### src/clm_pkg.sv
// ----------------------------------------------------------------------------
// Receive current limit monitor: shared definitions
// Field widths, command and register index codes, and fixed limits used by
// the channel interfaces and the monitor core.
// ----------------------------------------------------------------------------
package clm_pkg;

    // Field widths
    localparam int CMD_W      = 2;
    localparam int TEMP_W     = 8;
    localparam int SEC_W      = 32;
    localparam int MA_W       = 12;
    localparam int CFG_IDX_W  = 3;
    localparam int CFG_DATA_W = 56;

    // Command codes
    localparam logic [CMD_W-1:0] CMD_TICK  = 2'd0;
    localparam logic [CMD_W-1:0] CMD_START = 2'd1;
    localparam logic [CMD_W-1:0] CMD_STOP  = 2'd2;

    // Register indexes
    localparam logic [CFG_IDX_W-1:0] CFG_MONITOR_ENABLE = 3'd0;
    localparam logic [CFG_IDX_W-1:0] CFG_IC_LIMIT       = 3'd1;
    localparam logic [CFG_IDX_W-1:0] CFG_TEMP_BAND_0    = 3'd2;
    localparam logic [CFG_IDX_W-1:0] CFG_TEMP_BAND_1    = 3'd3;
    localparam logic [CFG_IDX_W-1:0] CFG_TEMP_BAND_2    = 3'd4;
    localparam logic [CFG_IDX_W-1:0] CFG_TIME_ROWS_01   = 3'd5;
    localparam logic [CFG_IDX_W-1:0] CFG_TIME_ROWS_23   = 3'd6;
    localparam logic [CFG_IDX_W-1:0] CFG_TIME_ROWS_45   = 3'd7;

    // Register set geometry
    localparam int BAND_REGS = 3;
    localparam int ROW_REGS  = 6;
    localparam int BAND_BITS = 36;
    localparam int ROW_BITS  = 28;

    // Fixed behavior
    localparam int              SAMPLE_COUNT_DEF   = 10;
    localparam int              TEMP_BANDS_DEF     = 3;
    localparam int              TIME_ROWS          = 6;
    localparam logic [MA_W-1:0] DEFAULT_LIMIT      = 12'd1300;
    localparam logic [MA_W-1:0] DEFAULT_IC_LIMIT   = 12'd1300;
    localparam logic [MA_W-1:0] PRESET_SAMPLE      = 12'd100;
    localparam logic [SEC_W-1:0] START_HOLD_SECONDS = 32'd10;

endpackage

### src/clm_ifs.sv
// ----------------------------------------------------------------------------
// Receive current limit monitor: channel interfaces
// Tick request, result and register write channels, each with valid/ready.
// ----------------------------------------------------------------------------

// Tick request channel
interface clm_req_if;
    logic                                valid;
    logic                                ready;
    logic        [clm_pkg::CMD_W-1:0]    command;
    logic signed [clm_pkg::TEMP_W-1:0]   temperature;
    logic        [clm_pkg::SEC_W-1:0]    now_seconds;
    logic        [clm_pkg::MA_W-1:0]     current_sample;
    logic                                time_table_active;

    modport source (
        output valid, command, temperature, now_seconds, current_sample,
               time_table_active,
        input  ready
    );
    modport sink (
        input  valid, command, temperature, now_seconds, current_sample,
               time_table_active,
        output ready
    );
endinterface

// Result channel
interface clm_rsp_if;
    logic                        valid;
    logic                        ready;
    logic [clm_pkg::MA_W-1:0]    current_limit;
    logic [clm_pkg::MA_W-1:0]    average_current;

    modport source (output valid, current_limit, average_current, input ready);
    modport sink   (input  valid, current_limit, average_current, output ready);
endinterface

// Register write channel
interface clm_cfg_if;
    logic                              valid;
    logic                              ready;
    logic [clm_pkg::CFG_IDX_W-1:0]     index;
    logic [clm_pkg::CFG_DATA_W-1:0]    data;

    modport source (output valid, index, data, input ready);
    modport sink   (input  valid, index, data, output ready);
endinterface

### src/rx_current_limit_monitor_core.sv
// ----------------------------------------------------------------------------
// Receive current limit monitor core
// Per tick: temperature band limit with hysteresis, elapsed time row limit,
// IC limit, minimum of the three, and a boxcar mean of the current samples.
//
//   port  | role   | transaction
//   ------+--------+-------------------------------------------------------
//   req   | sink   | command, temperature, now_seconds, current_sample,
//         |        | time_table_active
//   rsp   | source | current_limit, average_current (one per request)
//   cfg   | sink   | register write: index, data (always ready)
//
// One request per cycle while req.ready is high; its result passes the limit
// search, then sample memory read-modify-write and running sum, then
// reciprocal multiply for the mean on the way into the output queue.
// The sample ring is a one-port-read, one-port-write memory with a registered
// read; per-entry valid bits give the reset and stop presets.
// rst_n is asynchronous; no clearing pass follows reset.
// req.ready drops when the 4-entry result queue plus in-flight requests are
// full, so rsp stalls never lose a result.
// ----------------------------------------------------------------------------
module rx_current_limit_monitor_core #(
    parameter int SAMPLE_COUNT = clm_pkg::SAMPLE_COUNT_DEF,
    parameter int TEMP_BANDS   = clm_pkg::TEMP_BANDS_DEF
) (
    input  logic          clk,
    input  logic          rst_n,
    clm_cfg_if.sink       cfg,
    clm_req_if.sink       req,
    clm_rsp_if.source     rsp
);
    import clm_pkg::*;

    localparam int IDX_W      = $clog2(SAMPLE_COUNT);
    localparam int SUM_W      = MA_W + IDX_W;
    localparam int DIV_SHIFT  = SUM_W + IDX_W;
    localparam int RECIP_W    = SUM_W + 1;
    localparam int PROD_W     = SUM_W + RECIP_W;
    localparam longint unsigned RECIP_FULL =
        ((64'd1 << DIV_SHIFT) + 64'(SAMPLE_COUNT) - 64'd1) / 64'(SAMPLE_COUNT);
    localparam logic [RECIP_W-1:0] RECIP      = RECIP_W'(RECIP_FULL);
    localparam logic [SUM_W-1:0]   PRESET_SUM = SUM_W'(int'(PRESET_SAMPLE) * SAMPLE_COUNT);
    localparam int BAND_W     = (TEMP_BANDS > 1) ? $clog2(TEMP_BANDS) : 1;
    localparam int FIFO_DEPTH = 4;
    localparam int FIFO_AW    = $clog2(FIFO_DEPTH);
    localparam int CNT_W      = FIFO_AW + 1;

    typedef struct packed {
        logic        [MA_W-1:0]   limit;
        logic        [TEMP_W-1:0] back;
        logic signed [TEMP_W-1:0] high;
        logic signed [TEMP_W-1:0] low;
    } band_t;

    typedef struct packed {
        logic [MA_W-1:0] limit;
        logic [15:0]     thresh;
    } row_t;

    typedef struct packed {
        logic [MA_W-1:0] current_limit;
        logic [MA_W-1:0] average_current;
    } rsp_t;

    typedef enum logic [1:0] {
        OP_NONE,
        OP_SAMPLE,
        OP_PRESET
    } op_t;

    // ------------------------------------------------------------------
    // Configuration registers
    // ------------------------------------------------------------------
    logic            mon_en_reg;
    logic [MA_W-1:0] ic_limit_reg;
    band_t           band_reg [BAND_REGS];
    row_t            row_reg  [ROW_REGS];

    assign cfg.ready = 1'b1;

    // Capture register writes
    always_ff @(posedge clk or negedge rst_n)
    begin
        if (!rst_n)
        begin
            mon_en_reg   <= 1'b0;
            ic_limit_reg <= '0;
            for (int i = 0; i < BAND_REGS; i++)
            begin
                band_reg[i] <= '0;
            end
            for (int i = 0; i < ROW_REGS; i++)
            begin
                row_reg[i] <= '0;
            end
        end
        else if (cfg.valid)
        begin
            unique case (cfg.index)
                CFG_MONITOR_ENABLE: mon_en_reg   <= cfg.data[0];
                CFG_IC_LIMIT:       ic_limit_reg <= cfg.data[MA_W-1:0];
                CFG_TEMP_BAND_0:    band_reg[0]  <= band_t'(cfg.data[BAND_BITS-1:0]);
                CFG_TEMP_BAND_1:    band_reg[1]  <= band_t'(cfg.data[BAND_BITS-1:0]);
                CFG_TEMP_BAND_2:    band_reg[2]  <= band_t'(cfg.data[BAND_BITS-1:0]);
                CFG_TIME_ROWS_01:
                begin
                    row_reg[0] <= row_t'(cfg.data[ROW_BITS-1:0]);
                    row_reg[1] <= row_t'(cfg.data[2*ROW_BITS-1:ROW_BITS]);
                end
                CFG_TIME_ROWS_23:
                begin
                    row_reg[2] <= row_t'(cfg.data[ROW_BITS-1:0]);
                    row_reg[3] <= row_t'(cfg.data[2*ROW_BITS-1:ROW_BITS]);
                end
                CFG_TIME_ROWS_45:
                begin
                    row_reg[4] <= row_t'(cfg.data[ROW_BITS-1:0]);
                    row_reg[5] <= row_t'(cfg.data[2*ROW_BITS-1:ROW_BITS]);
                end
            endcase
        end
    end

    // Bands and rows beyond the register set read as zero entries
    band_t band_ent [TEMP_BANDS];
    row_t  row_ent  [TIME_ROWS];

    for (genvar g = 0; g < TEMP_BANDS; g++)
    begin : g_band
        if (g < BAND_REGS)
        begin : g_reg
            assign band_ent[g] = band_reg[g];
        end
        else
        begin : g_zero
            assign band_ent[g] = '0;
        end
    end

    for (genvar g = 0; g < TIME_ROWS; g++)
    begin : g_row
        if (g < ROW_REGS)
        begin : g_reg
            assign row_ent[g] = row_reg[g];
        end
        else
        begin : g_zero
            assign row_ent[g] = '0;
        end
    end

    // ------------------------------------------------------------------
    // Stage A: accept, decode, limit search, control state update
    // ------------------------------------------------------------------
    logic              req_fire;
    logic              is_tick;
    logic              is_start;
    logic              is_stop;
    logic              do_sample;
    logic              do_limit;
    logic              do_preset;

    logic [SEC_W-1:0]  origin_sec_reg;
    logic [BAND_W-1:0] last_band_reg;
    logic              first_tick_reg;
    logic              stopped_reg;
    logic [IDX_W-1:0]  ring_ptr_reg;

    assign req_fire  = req.valid && req.ready;
    assign is_tick   = (req.command == CMD_TICK);
    assign is_start  = (req.command == CMD_START);
    assign is_stop   = (req.command == CMD_STOP);
    assign do_sample = is_tick && !stopped_reg;
    assign do_limit  = do_sample && mon_en_reg;
    assign do_preset = is_stop || (is_tick && stopped_reg);

    // Temperature band search: first band with low < temp <= high
    logic              band_found;
    logic [BAND_W-1:0] band_hit;
    logic              band_take;
    logic [BAND_W-1:0] band_sel;
    logic [MA_W-1:0]   band_lim;
    logic              band_ok;
    logic [MA_W-1:0]   temp_lim;

    always_comb
    begin
        logic [TEMP_W:0] margin;
        logic            match;
        band_found = 1'b0;
        band_hit   = '0;
        band_take  = 1'b0;
        for (int i = TEMP_BANDS - 1; i >= 0; i--)
        begin
            match  = ($signed(req.temperature) > $signed(band_ent[i].low)) &&
                     ($signed(req.temperature) <= $signed(band_ent[i].high));
            margin = {band_ent[i].high[TEMP_W-1], band_ent[i].high} -
                     {req.temperature[TEMP_W-1], req.temperature};
            if (match)
            begin
                band_found = 1'b1;
                band_hit   = BAND_W'(i);
                band_take  = first_tick_reg || (last_band_reg < BAND_W'(i)) ||
                             (margin > {1'b0, band_ent[i].back});
            end
        end
    end

    assign band_sel = band_take ? band_hit : last_band_reg;
    assign band_lim = band_ent[band_sel].limit;
    assign band_ok  = band_found && (band_lim != '0);
    assign temp_lim = band_ok ? band_lim : DEFAULT_LIMIT;

    // Time row search: first row whose threshold the elapsed time reaches
    logic              start_load;
    logic [SEC_W-1:0]  start_new;
    logic [SEC_W-1:0]  elapsed;
    logic              row_found;
    logic [MA_W-1:0]   row_lim;
    logic [MA_W-1:0]   time_lim;
    logic [MA_W-1:0]   ic_eff;

    assign start_load = first_tick_reg || (origin_sec_reg < START_HOLD_SECONDS);
    assign start_new  = start_load ? req.now_seconds : origin_sec_reg;
    assign elapsed    = req.now_seconds - start_new;

    always_comb
    begin
        row_found = 1'b0;
        row_lim   = '0;
        for (int i = TIME_ROWS - 1; i >= 0; i--)
        begin
            if (elapsed >= SEC_W'(row_ent[i].thresh))
            begin
                row_found = 1'b1;
                row_lim   = row_ent[i].limit;
            end
        end
    end

    assign time_lim = (req.time_table_active && row_found && (row_lim != '0)) ?
                      row_lim : DEFAULT_LIMIT;
    assign ic_eff   = (ic_limit_reg != '0) ? ic_limit_reg : DEFAULT_IC_LIMIT;

    // Update monitor control state on each accepted transaction
    always_ff @(posedge clk or negedge rst_n)
    begin
        if (!rst_n)
        begin
            origin_sec_reg <= '0;
            last_band_reg  <= '0;
            first_tick_reg <= 1'b0;
            stopped_reg    <= 1'b0;
            ring_ptr_reg   <= '0;
        end
        else if (req_fire)
        begin
            if (is_start)
            begin
                stopped_reg <= 1'b0;
                if (mon_en_reg)
                begin
                    first_tick_reg <= 1'b1;
                end
            end
            else if (is_stop)
            begin
                stopped_reg <= 1'b1;
            end
            else if (do_limit)
            begin
                first_tick_reg <= 1'b0;
                origin_sec_reg <= start_new;
                if (band_ok)
                begin
                    last_band_reg <= band_sel;
                end
            end
            if (do_sample)
            begin
                ring_ptr_reg <= (ring_ptr_reg == IDX_W'(SAMPLE_COUNT - 1)) ?
                                '0 : ring_ptr_reg + 1'b1;
            end
        end
    end

    // Stage A to B pipeline register
    logic             s1_valid_reg;
    op_t              s1_op_reg;
    logic             s1_upd_reg;
    logic [MA_W-1:0]  s1_ic_reg;
    logic [MA_W-1:0]  s1_lt_reg;
    logic [MA_W-1:0]  s1_lm_reg;
    logic [MA_W-1:0]  s1_sample_reg;
    logic [IDX_W-1:0] s1_addr_reg;

    always_ff @(posedge clk or negedge rst_n)
    begin
        if (!rst_n)
        begin
            s1_valid_reg <= 1'b0;
            s1_op_reg    <= OP_NONE;
            s1_upd_reg   <= 1'b0;
        end
        else
        begin
            s1_valid_reg <= req_fire;
            s1_upd_reg   <= req_fire && do_limit;
            if (do_sample)
            begin
                s1_op_reg <= OP_SAMPLE;
            end
            else if (do_preset)
            begin
                s1_op_reg <= OP_PRESET;
            end
            else
            begin
                s1_op_reg <= OP_NONE;
            end
        end
    end

    // Payload of stage A, no reset
    always_ff @(posedge clk)
    begin
        if (req_fire)
        begin
            s1_ic_reg     <= ic_eff;
            s1_lt_reg     <= temp_lim;
            s1_lm_reg     <= time_lim;
            s1_sample_reg <= req.current_sample;
            s1_addr_reg   <= ring_ptr_reg;
        end
    end

    // ------------------------------------------------------------------
    // Sample ring memory: read in stage A, written back in stage B
    // ------------------------------------------------------------------
    logic [MA_W-1:0]         ring_mem [SAMPLE_COUNT];
    logic [MA_W-1:0]         ring_rd_reg;
    logic [SAMPLE_COUNT-1:0] ring_vld_reg;
    logic                    fill_hi_reg;

    // Read the entry the sample will replace
    always_ff @(posedge clk)
    begin
        if (req_fire && do_sample)
        begin
            ring_rd_reg <= ring_mem[ring_ptr_reg];
        end
    end

    // Write the new sample back
    always_ff @(posedge clk)
    begin
        if (s1_valid_reg && (s1_op_reg == OP_SAMPLE))
        begin
            ring_mem[s1_addr_reg] <= s1_sample_reg;
        end
    end

    // ------------------------------------------------------------------
    // Stage B: running sum and limit minimum
    // ------------------------------------------------------------------
    logic [MA_W-1:0]  old_sample;
    logic [SUM_W-1:0] sum_reg;
    logic [SUM_W-1:0] sum_next;
    logic [MA_W-1:0]  lim_ic_temp;
    logic [MA_W-1:0]  limit_next;
    logic [MA_W-1:0]  limit_now_reg;
    logic             s2_valid_reg;

    assign old_sample  = ring_vld_reg[s1_addr_reg] ? ring_rd_reg :
                         (fill_hi_reg ? PRESET_SAMPLE : '0);
    assign sum_next    = sum_reg - SUM_W'(old_sample) + SUM_W'(s1_sample_reg);
    assign lim_ic_temp = (s1_lt_reg < s1_ic_reg) ? s1_lt_reg : s1_ic_reg;
    assign limit_next  = (s1_lm_reg < lim_ic_temp) ? s1_lm_reg : lim_ic_temp;

    // Advance sum, entry valid bits and the held limit
    always_ff @(posedge clk or negedge rst_n)
    begin
        if (!rst_n)
        begin
            sum_reg       <= '0;
            ring_vld_reg  <= '0;
            fill_hi_reg   <= 1'b0;
            limit_now_reg <= DEFAULT_LIMIT;
            s2_valid_reg  <= 1'b0;
        end
        else
        begin
            s2_valid_reg <= s1_valid_reg;
            if (s1_valid_reg)
            begin
                unique case (s1_op_reg)
                    OP_SAMPLE:
                    begin
                        sum_reg                   <= sum_next;
                        ring_vld_reg[s1_addr_reg] <= 1'b1;
                    end
                    OP_PRESET:
                    begin
                        sum_reg      <= PRESET_SUM;
                        ring_vld_reg <= '0;
                        fill_hi_reg  <= 1'b1;
                    end
                    default:
                    begin
                        sum_reg <= sum_reg;
                    end
                endcase
                if (s1_upd_reg)
                begin
                    limit_now_reg <= limit_next;
                end
            end
        end
    end

    // ------------------------------------------------------------------
    // Stage C: mean by reciprocal multiply, push into result queue
    // ------------------------------------------------------------------
    logic [PROD_W-1:0] mean_prod;
    logic [MA_W-1:0]   mean;

    assign mean_prod = {{RECIP_W{1'b0}}, sum_reg} * {{SUM_W{1'b0}}, RECIP};
    assign mean      = mean_prod[DIV_SHIFT +: MA_W];

    rsp_t              fifo_mem [FIFO_DEPTH];
    logic [FIFO_AW-1:0] wr_ptr_reg;
    logic [FIFO_AW-1:0] rd_ptr_reg;
    logic [CNT_W-1:0]   count_reg;
    logic               push;
    logic               pop;
    logic [CNT_W-1:0]   occupancy;

    assign push      = s2_valid_reg;
    assign pop       = rsp.valid && rsp.ready;
    assign occupancy = count_reg + CNT_W'(s1_valid_reg) + CNT_W'(s2_valid_reg);
    assign req.ready = (occupancy < CNT_W'(FIFO_DEPTH));

    // Hold queue entries
    always_ff @(posedge clk)
    begin
        if (push)
        begin
            fifo_mem[wr_ptr_reg] <= '{current_limit: limit_now_reg, average_current: mean};
        end
    end

    // Advance queue pointers and count
    always_ff @(posedge clk or negedge rst_n)
    begin
        if (!rst_n)
        begin
            wr_ptr_reg <= '0;
            rd_ptr_reg <= '0;
            count_reg  <= '0;
        end
        else
        begin
            if (push)
            begin
                wr_ptr_reg <= wr_ptr_reg + 1'b1;
            end
            if (pop)
            begin
                rd_ptr_reg <= rd_ptr_reg + 1'b1;
            end
            count_reg <= count_reg + CNT_W'(push) - CNT_W'(pop);
        end
    end

    assign rsp.valid           = (count_reg != '0);
    assign rsp.current_limit   = fifo_mem[rd_ptr_reg].current_limit;
    assign rsp.average_current = fifo_mem[rd_ptr_reg].average_current;

    // ------------------------------------------------------------------
    // Assertions
    // ------------------------------------------------------------------
    a_queue_credit: assert property (@(posedge clk) disable iff (!rst_n)
        occupancy <= CNT_W'(FIFO_DEPTH))
        else $error("result queue credit overrun");

    a_preset_sum: assert property (@(posedge clk) disable iff (!rst_n)
        (s1_valid_reg && (s1_op_reg == OP_PRESET)) |=> (sum_reg == PRESET_SUM))
        else $error("running sum not preset after stop");

    a_ring_ptr: assert property (@(posedge clk) disable iff (!rst_n)
        {1'b0, ring_ptr_reg} < (IDX_W + 1)'(SAMPLE_COUNT))
        else $error("ring pointer out of range");

    a_limit_nonzero: assert property (@(posedge clk) disable iff (!rst_n)
        limit_now_reg != '0)
        else $error("current limit dropped to zero");

    a_first_tick_clear: assert property (@(posedge clk) disable iff (!rst_n)
        (req_fire && do_limit) |=> !first_tick_reg)
        else $error("first tick flag not cleared after limit update");

endmodule

### src/flat_wrapper.sv
// flat-port wrapper written by rule: the top's interface ports become plain ports
module rx_current_limit_monitor_core_flat import clm_pkg::*;
#(
    parameter int SAMPLE_COUNT = clm_pkg::SAMPLE_COUNT_DEF,
    parameter int TEMP_BANDS   = clm_pkg::TEMP_BANDS_DEF
)
  (clk, rst_n, cfg_valid, cfg_index, cfg_data, cfg_ready, req_valid, req_command, req_temperature, req_now_seconds, req_current_sample, req_time_table_active, req_ready, rsp_valid, rsp_current_limit, rsp_average_current, rsp_ready);
  clm_cfg_if cfg_i ();
  clm_req_if req_i ();
  clm_rsp_if rsp_i ();
  input  logic clk;
  input  logic rst_n;
  input wire logic [$bits(cfg_i.valid)-1:0] cfg_valid;
  input wire logic [$bits(cfg_i.index)-1:0] cfg_index;
  input wire logic [$bits(cfg_i.data)-1:0] cfg_data;
  output wire logic [$bits(cfg_i.ready)-1:0] cfg_ready;
  input wire logic [$bits(req_i.valid)-1:0] req_valid;
  input wire logic [$bits(req_i.command)-1:0] req_command;
  input wire logic [$bits(req_i.temperature)-1:0] req_temperature;
  input wire logic [$bits(req_i.now_seconds)-1:0] req_now_seconds;
  input wire logic [$bits(req_i.current_sample)-1:0] req_current_sample;
  input wire logic [$bits(req_i.time_table_active)-1:0] req_time_table_active;
  output wire logic [$bits(req_i.ready)-1:0] req_ready;
  output wire logic [$bits(rsp_i.valid)-1:0] rsp_valid;
  output wire logic [$bits(rsp_i.current_limit)-1:0] rsp_current_limit;
  output wire logic [$bits(rsp_i.average_current)-1:0] rsp_average_current;
  input wire logic [$bits(rsp_i.ready)-1:0] rsp_ready;
  assign cfg_i.valid = cfg_valid;
  assign cfg_i.index = cfg_index;
  assign cfg_i.data = cfg_data;
  assign cfg_ready = cfg_i.ready;
  assign req_i.valid = req_valid;
  assign req_i.command = req_command;
  assign req_i.temperature = req_temperature;
  assign req_i.now_seconds = req_now_seconds;
  assign req_i.current_sample = req_current_sample;
  assign req_i.time_table_active = req_time_table_active;
  assign req_ready = req_i.ready;
  assign rsp_valid = rsp_i.valid;
  assign rsp_current_limit = rsp_i.current_limit;
  assign rsp_average_current = rsp_i.average_current;
  assign rsp_i.ready = rsp_ready;
  rx_current_limit_monitor_core #(.SAMPLE_COUNT(SAMPLE_COUNT), .TEMP_BANDS(TEMP_BANDS)) u_core (.clk(clk), .rst_n(rst_n), .cfg(cfg_i), .req(req_i), .rsp(rsp_i));
endmodule
### config.mk
export PLATFORM = sky130hd
export DESIGN_NAME = rx_current_limit_monitor_core_flat
export DESIGN_NICKNAME = d
export VERILOG_FILES = /design/src/clm_pkg.sv /design/src/clm_ifs.sv /design/src/rx_current_limit_monitor_core.sv /design/src/flat_wrapper.sv
export SDC_FILE = /design/constraint.sdc
export NUM_CORES = 1
export LEC_CHECK = 0
export ABC_AREA = 1
export BUFFER_PORTS_ARGS = -buffer_cell sky130_fd_sc_hd__buf_4
export CORE_ASPECT_RATIO = 0.5
export CORE_MARGIN = 5
export CORE_UTILIZATION = 60
export DETAILED_ROUTE_END_ITERATION = 8
export PLACE_DENSITY = 0.75
export SYNTH_ARGS = -nofsm -noshare
export SYNTH_HDL_FRONTEND = slang
export SYNTH_SLANG_ARGS = --single-unit
### constraint.sdc
create_clock -name clk -period 13.09 [get_ports clk]
set_input_delay 0.6545 -clock clk [delete_from_list [all_inputs] [get_ports clk]]
set_output_delay 0.6545 -clock clk [all_outputs]
set_load 0.02 [all_outputs]
==> impl_metrics.csv <==
group,metric,value,unit
sta,post-route-min-period,6.771,ns
sta,final_worst_hold_slack,0.01692,ns
worst_hold_path,worstHoldPathType,"input port to async pin",
clock_tree,clk_pin_slew,0.07,ns
final_layout,ff_latch_area,0.01792,mm²
synthesis,synthesis.area_per_instance,9.087,µm²
floorplan,floorplan.initialDensity,60.28,%
synthesis,synth.cell_area,0.03893,mm²
sta,final_count_of_pins_violating_max_slew,0,
synthesis,post-synth-top-count-cell,"nand2_1",
worst_setup_path,cp-start-kind,"flip-flop",
clock_tree,cts.path.max_buffers,3,
sta,final_hold_violating_endpoints,0,
grt,grt_pass1_vias,29646,
final_layout,final_net_count,4968,
sta,final_setup_violation_count,0,
sta,fin_tns_setup,0,ns
worst_setup_path,cp.buffers_inverters,3,
synthesis,yosysUniqueCellTypes,58,
worst_setup_path,crit_type,"flip-flop to flip-flop",
clock_tree,tritoncts,"done",
synthesis,synth_warnings,0,
detailed_routing,route.detailed.vias_per_inst,5.572,
detailed_routing,vias,29598,
sta,transition_at_the_pin_with_the_smallest_max_transition_slack,1.196,ns
worst_setup_path,worst-path-max-fanout,41,
synthesis,syn-num-nets,4872,
grt,grt_pass1_wl,154900,µm
worst_setup_path,critPathCaptureType,"flip-flop",
sta,post-route-worst-setup-slack,6.319,ns
grt,grt_max_degree,171,
detailed_routing,dr.pass1.iters,6,
floorplan,die_h,190.1,µm
placed_design,buffer_ports.inserted,144,
status,run_status,"completed",
synthesis,synth-seq-cells,660,
final_layout,number_of_flip_flops_in_the_largest_register,168,
final_layout,fill_cells,5098,
clock_tree,number_of_instances_resized_during_post_cts_repair,0,
worst_setup_path,critPathArrivalTime,7.18,ns
final_layout,area_occupied_by_multi_input_gates,0.01790,mm²
grt,initial_antenna_violation_count,1,
clock_tree,tritoncts.num_buffers,58,
sta,grt_setup_unrepaired,"no",
clock_tree,cts_hold_repair.buffers,0,
synthesis,ys_seq_area_share,46.04,%
synthesis,ys_top_cells_by_area,"dfrtp_1 24%, edfxtp_1 22%, ha_1 12%, nand2_1 7.8%, o21ai_0 6.9%",
run,timing.max_cap.violations,0,
detailed_routing,totalWireLength,95190,µm
placed_design,detailedPlace.worstSlack,6.378,ns
clock_tree,buffer_cell_driving_the_clock_tree_root,"clkbuf_16",
synthesis,synth_async_sr_flop_share,57.58,%
worst_setup_path,critPathTopFamily,"simple AND/OR/NAND/NOR gates",
floorplan,die_w,370.2,µm
detailed_routing,wl_per_cell,17.92,µm
grt,globalRoute.totalOverflow,0,
floorplan,boundaryPins,146,
worst_setup_path,worst-endpoint-required,13.50,ns
clock_tree,clock_sinks,660,
floorplan,placementRows,66,
clock_tree,cts_setup_buffers,0,
floorplan,core-area,0.06458,mm²
sta,clock_tree_skew_after_final_layout,0.02793,ns
synthesis,yosys.area.top_type,"dfrtp_1",
sta,layout_worst_path_cycle_share,51.73,%
clock_tree,worstSkewPairLatency,0.65,ns
detailed_routing,route.detailed.drc,0,
placed_design,placed_cells_incl_taps,5204,
grt,global_route.usage.total,27.35,%
worst_setup_path,critical-path-max-stage-delay,0.53,ns
synthesis,top_area_cell_type_share_of_the_netlist_area,24.17,%
final_layout,area_growth_syn_to_layout,9.822,%
sta,timing.fmax,147.7,MHz
detailed_routing,antenna_violating_nets_post_route,0,
final_layout,drive_gt1_share,7.746,%
final_layout,layoutNonFillerInstCount,5312,
synthesis,number_of_synthesized_flops_with_an_enable_pin,280,
worst_setup_path,path_common_cell,"nand2_1",
synthesis,netlist_instances,4284,
synthesis,netlist_top_cells_count,"809 x nand2_1, 678 x inv_1, 537 x o21ai_0, 376 x dfrtp_1, 371 x ha_1",
worst_setup_path,critical-path-slowest-cell,"xnor2_1",
synthesis,synth_flop_cell,"dfrtp_1",
floorplan,design.die.area,0.07039,mm²
detailed_routing,detail_route.iter0.violations,2341,
placed_design,dp_hpwl,70650,µm
clock_tree,cts_max_level,2,
final_layout,insertedDiodeCount,0,
sta,worst_slew_margin_rel,20.17,%
placed_design,routabilityCongestion,0.9282,
[through the flow]
stage                     utilization, %  cell area (µm²)
after floorplan                        -            38930
after global placement             63.24            40840
after detailed placement           63.24            40840
after CTS                          66.21            42750
after global routing               66.21            42750
final                              66.21            42750
[area by class of cell]
| type | instances | share of cell area, % |
|---|---|---|
| repair buffers | 171 | 3.049 |
| multi-input cells | 2793 | 41.86 |
| clock buffers | 83 | 3.825 |
| clock inverters | 25 | 0.6497 |
| well taps | 884 | 2.587 |
| inverters | 696 | 6.111 |
| flip-flops and latches | 660 | 41.92 |
[cell usage in the layout, fill, tap and decap left out, types with 39 or more instances in the layout]
master,n
nand2_1,805
inv_1,677
o21ai_0,537
dfrtp_1,376
ha_1,371
edfxtp_1,280
nor2_1,259
a21oi_1,219
buf_4,169
nand3_1,107
fa_1,98
clkbuf_16,58
xor2_1,49
nand4_1,40
o22ai_1,39
[per-layer routing]
layer | wire [µm] | global-route usage [%]
met5 | 0 | 0
met4 | 2947 | 8.460
met3 | 4793 | 3.280
met2 | 46100 | 46.83
met1 | 41350 | 36.91
[final timing paths]
check,cells past startpoint,end,slack (ns),start
max reg2reg,39,u_core.s1_lm_reg[11],6.32,u_core.origin_sec_reg[29]
max,39,u_core.s1_lm_reg[11],6.32,u_core.origin_sec_reg[29]
min reg2reg,0,u_core.s1_addr_reg[1],0.47,u_core.ring_ptr_reg[1]
max in group asynchronous,3,u_core.sum_reg[13],10.90,rst_n
min,1,u_core.row_ent[28],0.02,rst_n
min in group clk,1,u_core.s1_sample_reg[6],0.18,req_current_sample[6]
[cells by family after synthesis]
kind of cell / after synthesis / share of synthesized area, %
simple gates: 1325 / 14.21
compound gates: 918 / 12.80
buf+inv: 831 / 8.122
flops: 660 / 46.04
fa+ha+maj: 469 / 16.96
xor+xnor: 64 / 1.440
mux: 16 / 0.4114
other cells: 1 / 0.009633
Power is left out: the tool's default activity adds up to more than one toggle a clock period on the data nets, which glitch-free logic cannot reach.
